===== src/ole_pkg.sv =====
// ----------------------------------------------------------------------------
// ole_pkg: shared types and constants of the ordered item list engine
// Sizes, action and status codes, cell commands and the control structs that
// the controller hands to every cell of the chain.
// ----------------------------------------------------------------------------
package ole_pkg;

   localparam int DEPTH  = 64;
   localparam int ITEM_W = 32;
   localparam int IDX_W  = $clog2(DEPTH);
   localparam int CNT_W  = $clog2(DEPTH + 1);
   localparam int ACT_W  = 4;
   localparam int POS_W  = 7;
   localparam int STAT_W = 2;

   // match bits are reduced in groups of eight before the final pick
   localparam int GRP    = 8;
   localparam int GRP_W  = $clog2(GRP);
   localparam int NGRP   = (DEPTH + GRP - 1) / GRP;

   localparam int REQ_W  = ((ACT_W + 2 * POS_W + ITEM_W + 7) / 8) * 8;
   localparam int RSP_W  = ((POS_W + ITEM_W + STAT_W + CNT_W + 7) / 8) * 8;

   typedef enum logic [ACT_W-1:0] {
      ACT_APPEND   = 4'd0,
      ACT_INSERT   = 4'd1,
      ACT_DELETE   = 4'd2,
      ACT_EXCHANGE = 4'd3,
      ACT_SEARCH   = 4'd4,
      ACT_REMOVE   = 4'd5,
      ACT_CLEAR    = 4'd6,
      ACT_FIRST    = 4'd7,
      ACT_LAST     = 4'd8
   } ole_action_type;

   typedef enum logic [STAT_W-1:0] {
      STAT_OK   = 2'd0,
      STAT_BAD  = 2'd1,
      STAT_FULL = 2'd2,
      STAT_MISS = 2'd3
   } ole_status_type;

   typedef enum logic [1:0] {
      ST_IDLE,
      ST_LOOK,
      ST_GROUP,
      ST_EXEC
   } ole_state_type;

   typedef enum logic [2:0] {
      CMD_HOLD,
      CMD_WRITE,
      CMD_INSERT,
      CMD_DROP,
      CMD_SWAP
   } ole_cmd_kind_type;

   // broadcast to every cell: what to compare and which entries to read
   typedef struct packed {
      logic [ITEM_W-1:0] key;
      logic [CNT_W-1:0]  count;
      logic [IDX_W-1:0]  sel_a;
      logic [IDX_W-1:0]  sel_b;
   } ole_look_type;

   // broadcast to every cell: how to update the entry
   typedef struct packed {
      ole_cmd_kind_type  kind;
      logic [IDX_W-1:0]  pos_a;
      logic [IDX_W-1:0]  pos_b;
      logic [ITEM_W-1:0] wvalue;
      logic [ITEM_W-1:0] data_a;
      logic [ITEM_W-1:0] data_b;
   } ole_cmd_type;

endpackage


===== src/ole_cell.sv =====
// ----------------------------------------------------------------------------
// ole_cell: one entry of the list chain
// Holds one word, takes its neighbour's word on insert or delete, compares
// against the search key and drives the read buses when selected.
// ----------------------------------------------------------------------------
module ole_cell (
   input  logic                      clock,
   input  logic [ole_pkg::IDX_W-1:0]  cell_pos,
   input  ole_pkg::ole_look_type      look,
   input  ole_pkg::ole_cmd_type       cmd,
   input  logic [ole_pkg::ITEM_W-1:0] left_entry,
   input  logic [ole_pkg::ITEM_W-1:0] right_entry,
   output logic [ole_pkg::ITEM_W-1:0] entry,
   output logic                      hit,
   output logic [ole_pkg::ITEM_W-1:0] rd_a,
   output logic [ole_pkg::ITEM_W-1:0] rd_b
);
   import ole_pkg::*;

   logic [ITEM_W-1:0] entry_ff, entry_in;
   logic              hit_ff, hit_in;

   always_comb begin
      entry_in = entry_ff;
      case (cmd.kind)
         CMD_WRITE: begin
            if (cell_pos == cmd.pos_a) entry_in = cmd.wvalue;
         end
         CMD_INSERT: begin
            if (cell_pos == cmd.pos_a) entry_in = cmd.wvalue;
            else if (cell_pos > cmd.pos_a) entry_in = left_entry;
         end
         CMD_DROP: begin
            if (cell_pos >= cmd.pos_a) entry_in = right_entry;
         end
         CMD_SWAP: begin
            if (cell_pos == cmd.pos_a) entry_in = cmd.data_b;
            else if (cell_pos == cmd.pos_b) entry_in = cmd.data_a;
         end
         default: entry_in = entry_ff;
      endcase
   end

   // only live entries may match
   assign hit_in = (entry_ff == look.key) && (CNT_W'(cell_pos) < look.count);

   always_ff @(posedge clock) begin
      entry_ff <= entry_in;
      hit_ff   <= hit_in;
   end

   assign entry = entry_ff;
   assign hit   = hit_ff;
   assign rd_a  = (cell_pos == look.sel_a) ? entry_ff : '0;
   assign rd_b  = (cell_pos == look.sel_b) ? entry_ff : '0;

endmodule


===== config.mk =====
export PLATFORM = sky130hd
export DESIGN_NAME = ole_cell
export DESIGN_NICKNAME = d
export VERILOG_FILES = /design/src/ole_pkg.sv /design/src/ole_cell.sv
export SDC_FILE = /design/constraint.sdc
export NUM_CORES = 1
export LEC_CHECK = 0
export ABC_AREA = 1
export BUFFER_PORTS_ARGS = -buffer_cell sky130_fd_sc_hd__buf_4
export CAP_MARGIN = 20
export CORE_AREA = 5 5 127 129
export CTS_CLUSTER_DIAMETER = 60
export CTS_CLUSTER_SIZE = 10
export DETAILED_ROUTE_END_ITERATION = 8
export DIE_AREA = 0 0 132 134
export PLACE_DENSITY = 0.63
export SLEW_MARGIN = 10
export SYNTH_ARGS = -nofsm -noshare
export SYNTH_HDL_FRONTEND = slang
export SYNTH_SLANG_ARGS = --single-unit

===== constraint.sdc =====
create_clock -name clock -period 6.82 [get_ports clock]
set_input_delay 1.364 -clock clock [delete_from_list [all_inputs] [get_ports clock]]
set_output_delay 1.364 -clock clock [all_outputs]
set_load 0.02 [all_outputs]

# Word level (Yosys, flattened, before mapping)
# Index checks and enable logic that the tools add are counted.
[op_classes]
muxes = 9
n_reduce_logical = 3
n_eq_ne = 13
n_lt_le_gt_ge = 3
[ops]
columns = ["op", "count"]
rows = [
  ["32-bit 2-to-1 mux", 8],
  ["32-bit case mux with 4 select lines", 1],
  ["32-bit == test", 1],
  ["6-bit == test", 4],
  ["6-bit by 7-bit < comparator with 1-bit output", 1],
  ["3-bit by 2-bit == test with 1-bit output, second input constant", 2],
  ["6-bit >= comparator", 1],
  ["6-bit greater-than comparator", 1],
  ["3-bit inequality test, second input constant", 2],
  ["5-bit AND reduction", 1],
  ["2-bit inequality test, second input constant", 2],
  ["4-bit nonzero test", 1],
  ["3-bit by 1-bit == test with 1-bit output, second input constant", 1],
  ["3-bit == test, second input constant", 1],
  ["1-bit logical AND", 1],
]
[totals]
out_inout_bits = 97
word_cells = 30
regBits = 33
inputBits = 233

# Longest topological paths before layout
[depth]
ltp_word = 4
mapped_depth = 11
ltp_nobuf = 11

# Worst setup path after synthesis
# Ideal clock, no wire load.
[synth_timing]
path_kind = "in2reg"
from = "input port cmd[107] (netlist name)"
to = "register entry_ff[0] (netlist: entry[0]) (enable)"
t_arrival_ns = 3.869
cell_stages = 8
required_time_ns = 6.388
setup_slack_ns = 2.519
n_path_buf = 2
setup_time_ns = 0.432
cell_sequence = "inv_1 > ha_1 > nand2_2 > nor2_4 > nand2_2 > buf_6 > buf_2 > a21oi_1"
[synth_via]
elab_chain_cells = 3
word_cells_on_any_way = 8
cone_classes = "order compare: 2; eq/ne: 5; reduce/logical: 1"
[synth_rtl]
columns = ["element", "line", "text"]
rows = [
  ["start: declaration", "ole_cell.sv:10", "input ole_pkg::ole_cmd_type cmd,"],
  ["6-bit greater-than comparator, or another cell as far along", "ole_cell.sv:31", "else if (cell_pos > cmd.pos_a) entry_in = left_entry;"],
  ["3-bit inequality test (no source line) / 2-bit inequality test (equally long branches)", "--", ""],
  ["5-bit AND reduction (no source line) *", "--", ""],
  ["end signal: assignment", "ole_cell.sv:48", "entry_ff <= entry_in;"],
  ["end: declaration", "ole_cell.sv:20", "logic [ITEM_W-1:0] entry_ff, entry_in;"],
]
# Every way passes the cells marked *; elsewhere a longest branch is shown, timed or not.
# A chain may end at the register's enable or synchronous reset.

# Worst setup path in the final report
[layout_timing]
from = "input port cell_pos[2] (netlist name)"
to = "output port rd_a[26] (netlist name)"
[layout_via]
elab_chain_cells = 2
[layout_rtl]
columns = ["element", "line", "text"]
rows = [
  ["start: declaration", "ole_cell.sv:8", "input logic [ole_pkg::IDX_W-1:0] cell_pos,"],
  ["6-bit == test", "ole_cell.sv:54", "assign rd_a = (cell_pos == look.sel_a) ? entry_ff : '0;"],
  ["32-bit 2-to-1 mux", "ole_cell.sv:54", ""],
  ["end: declaration", "ole_cell.sv:15", "output logic [ole_pkg::ITEM_W-1:0] rd_a,"],
]
# No other way between the ends.

==> impl_metrics.py <==
metrics = {
    "run_status": {
        "run_status": "finished clean",
    },
    "routing": {
        "via_count": 5053,
        "firstDrtPassIters": 4,
        "routed_wl_um": 18450,
        "initialDrtViolationCount": 238,
        "drc_errors": 0,
        "post_drt_wl_per_cell_um": 16.34,
        "avgViaCountPerCell": 4.476,
        "ant_nets": 0,
    },
    "global_routing": {
        "grt-ovfl-total": 0,
        "grt_pass1_wl_um": 26680,
        "met3_usage_pct": 4.726,
        "grt_busiest_layer": "met2",
        "grt_pass1_vias": 4759,
        "gr-usage-met1_pct": 23.55,
        "antenna_found_initial": 0,
        "use_met2_pct": 34.03,
        "grt_max_degree": 110,
        "track_usage_pct": 19.12,
    },
    "power": {
        "finalPower_w": 0.0009307,
        "combPwrFrac_pct": 41.3,
        "vdd_drop_max_mv": 0.07144,
        "p_sw_share_pct": 33.21,
        "power.switching_w": 0.0003091,
        "share_seq_of_total_power_pct": 30.9,
        "p_per_area_nw_per_um2": 140.3,
        "p_leak_nw": 3.745,
        "p_int_w": 0.0006216,
        "clock_power_share_pct": 27.8,
    },
    "logic_synthesis": {
        "yosys.cell_types.count": 28,
        "synth_area_um2": 3871,
        "yosysTopAreaCellShare_pct": 24.82,
        "yosys.area_share.xor_xnor_pct": 5.204,
        "synth-simple-area-share_pct": 36.30,
        "async_reset_ff_share_pct": 0,
        "synth-compound-area-share_pct": 12.90,
        "yosys.area.top_type": "edfxtp_1",
        "synth-main-ff-cell": "edfxtp_1",
        "netlist_instances": 627,
        "synthTopCellsByArea": "edfxtp_1 25%, nand2_1 17%, inv_1 12%, nor2_1 8.8%, nand4_1 5.8%",
        "syn_avg_cell_area_um2": 6.174,
        "ys_ff_latch": 33,
        "syn_nets": 871,
        "synth_mux_area_share_pct": 0,
        "synth_edf_count": 32,
        "synth_top_family_by_area": "simple AND/OR/NAND/NOR gates",
        "synth_adder_area_share_pct": 3.555,
        "ys_seq_area_share_pct": 25.34,
        "yosysWarnings": 0,
    },
    "sta": {
        "relSlewSlack_pct": 31.65,
        "fmax_mhz": 245.6,
        "slew_viol_final": 0,
        "whs_ps": 749.3,
        "final.setup_skew_ps": 1.776,
        "setup_viol": 0,
        "finalHoldViolations": 0,
        "min_period_ps": 4072,
        "worstMarginPinSlew_ps": 1025,
        "fin_setup_tns_ps": 0,
        "fin_crit_sh_pct": 59.71,
        "rsz0062_at_grt": "false",
    },
    "cells_and_area": {
        "final_layout_size_suffix_gt1_share_pct": 37.62,
        "final_common_cell": "buf_4",
        "antenna_cells": 0,
        "fin_util_pct": 44.46,
        "layout_common_cells": "333 x buf_4, 171 x nand2_1, 120 x inv_1",
        "area.growth.synth_to_final_pct": 71.36,
        "fin_nets": 1184,
    },
    "die": {
        "die_y_um": 134,
        "core_um2": 14920,
        "ios": 330,
        "die_x_um": 132,
        "dieArea_um2": 17690,
        "initial_utilization_pct": 25.95,
        "rows": 45,
    },
    "placement": {
        "gp_congestion": 0.8908,
        "dp_hpwl_um": 15840,
        "port_buffers": 329,
    },
    "clocking": {
        "cts_root_buf": "clkbuf_16",
        "clock_path_buffers": 2,
        "path_clk_slew_ps": 50,
        "cts_hold_buf": 0,
        "htreeDepth": 2,
        "cts_inserted_buffers": 5,
        "cts_sinks": 33,
        "cts-resized-gates": 0,
        "post_cts_buffers": 0,
        "clkLatencyLatePin_ps": 270,
        "cts_tree": "done",
    },
    "min_path": {
        "hold_path.class": "register to register",
    },
    "worst_setup_path": {
        "slowest_stage": "buf_4",
        "path_class": "input port to output pin",
        "cp_max_fo": 27,
        "worstPathRequired_ps": 5460,
        "max_stage_delay_ps": 320,
        "crit_path_frequent_cell": "buf_4",
        "end_kind": "output pin",
        "worstPathArrival_ps": 2710,
        "crit_path_start_kind": "input port",
        "worstPathCellList": "buf_4 -> xor2_1 -> nor2_1 -> nand4_1 -> buf_4 -> nor2_1 -> buf_4",
    },
    "flow_run": {
        "cap_violations": 0,
    },
}
==> area by class of cell <==
type / count / area (um2)
Fill cell: 1638 / 8287
Timing Repair Buffer: 334 / 2527
Multi-Input combinational cell: 444 / 2260
Sequential cell: 33 / 980.9
Inverter: 122 / 457.9
Tap cell: 188 / 235.2
Clock buffer: 7 / 142.6
Clock inverter: 1 / 30.03
==> final timing paths <==
| path | startpoint | endpoint | slack [ps] | cells after the start |
|---|---|---|---|---|
| worst max-delay path | cell_pos[2] | rd_a[26] | 2750 | 7 |
| worst min-delay path | entry[24]$_DFFE_PP_ | hit$_DFF_P_ | 750 | 5 |
| worst min register to register | entry[24]$_DFFE_PP_ | hit$_DFF_P_ | 750 | 5 |
| worst max register to register | entry[4]$_DFFE_PP_ | hit$_DFF_P_ | 5550 | 8 |
==> Yosys cell counts (2+ instances only) <==
cell type	count
a21oi_1	16
nand2_1	171
buf_2	16
nor2_4	2
edfxtp_1	32
nand2_2	2
ha_1	11
clkbuf_1	3
o21ai_1	4
buf_6	8
nor2_1	91
xor2_1	12
o211ai_1	29
or2_2	2
nand3_1	26
o21ai_0	24
inv_1	120
xnor2_1	11
o211ai_2	3
nand4_1	36
==> through the flow <==
step | worst slack (ps) | area [um2] | cells
6_report | 2748 | 6634 | 1129
2_1_floorplan | 2519 | 3871 | 627
3_3_place_gp | 2836 | 6434 | 1120
5_1_grt | 2679 | 6634 | 1129
4_1_cts | 2787 | 6634 | 1129
3_5_place_dp | 2793 | 6461 | 1121
==> cells by family (layout without fill, tap and decap cells) <==
kind of cell             Yosys count  count (layout)
XOR/XNOR                          23              23
adder cells (fa/ha/maj)           11              11
flip-flops                        33              33
AND/OR/NAND/NOR                  332             332
AO/OA/AOI/OAI                     78              78
buffers and inverters            150             464
==> sequential cells by signal, summed over array words and instances (netlist names) <==
register,cells
hit,1
entry,32
==> per-layer routing <==
metal / wire length [um] / part of all wire [%] / vias to the layer above
li1: - / - / 2620
met1: 7627 / 41 / 2203
met2: 9107 / 49 / 220
met3: 1547 / 8.4 / 10
met4: 170 / 0.92 / 0
met5: 0 / 0 / -
==> critical path, delay by kind of cell <==
kind                   cells  cell delay [ps]
XOR/XNOR                   1              160
buffers and inverters      3              630
AND/OR/NAND/NOR            3              530
==> power by group through the flow <==
stage / Clock, W / Sequential (W) / Combinational, W
6_report: 0.000259 / 0.000288 / 0.000384
5_1_grt: 0.000272 / 0.000292 / 0.000418
2_1_floorplan: 0 / 0.000315 / 0.000140
3_3_place_gp: 0 / 0.000292 / 0.000384
4_1_cts: 0.000264 / 0.000289 / 0.000388
3_5_place_dp: 0 / 0.000293 / 0.000387
Note: power is estimated with default switching activity, not from simulation.
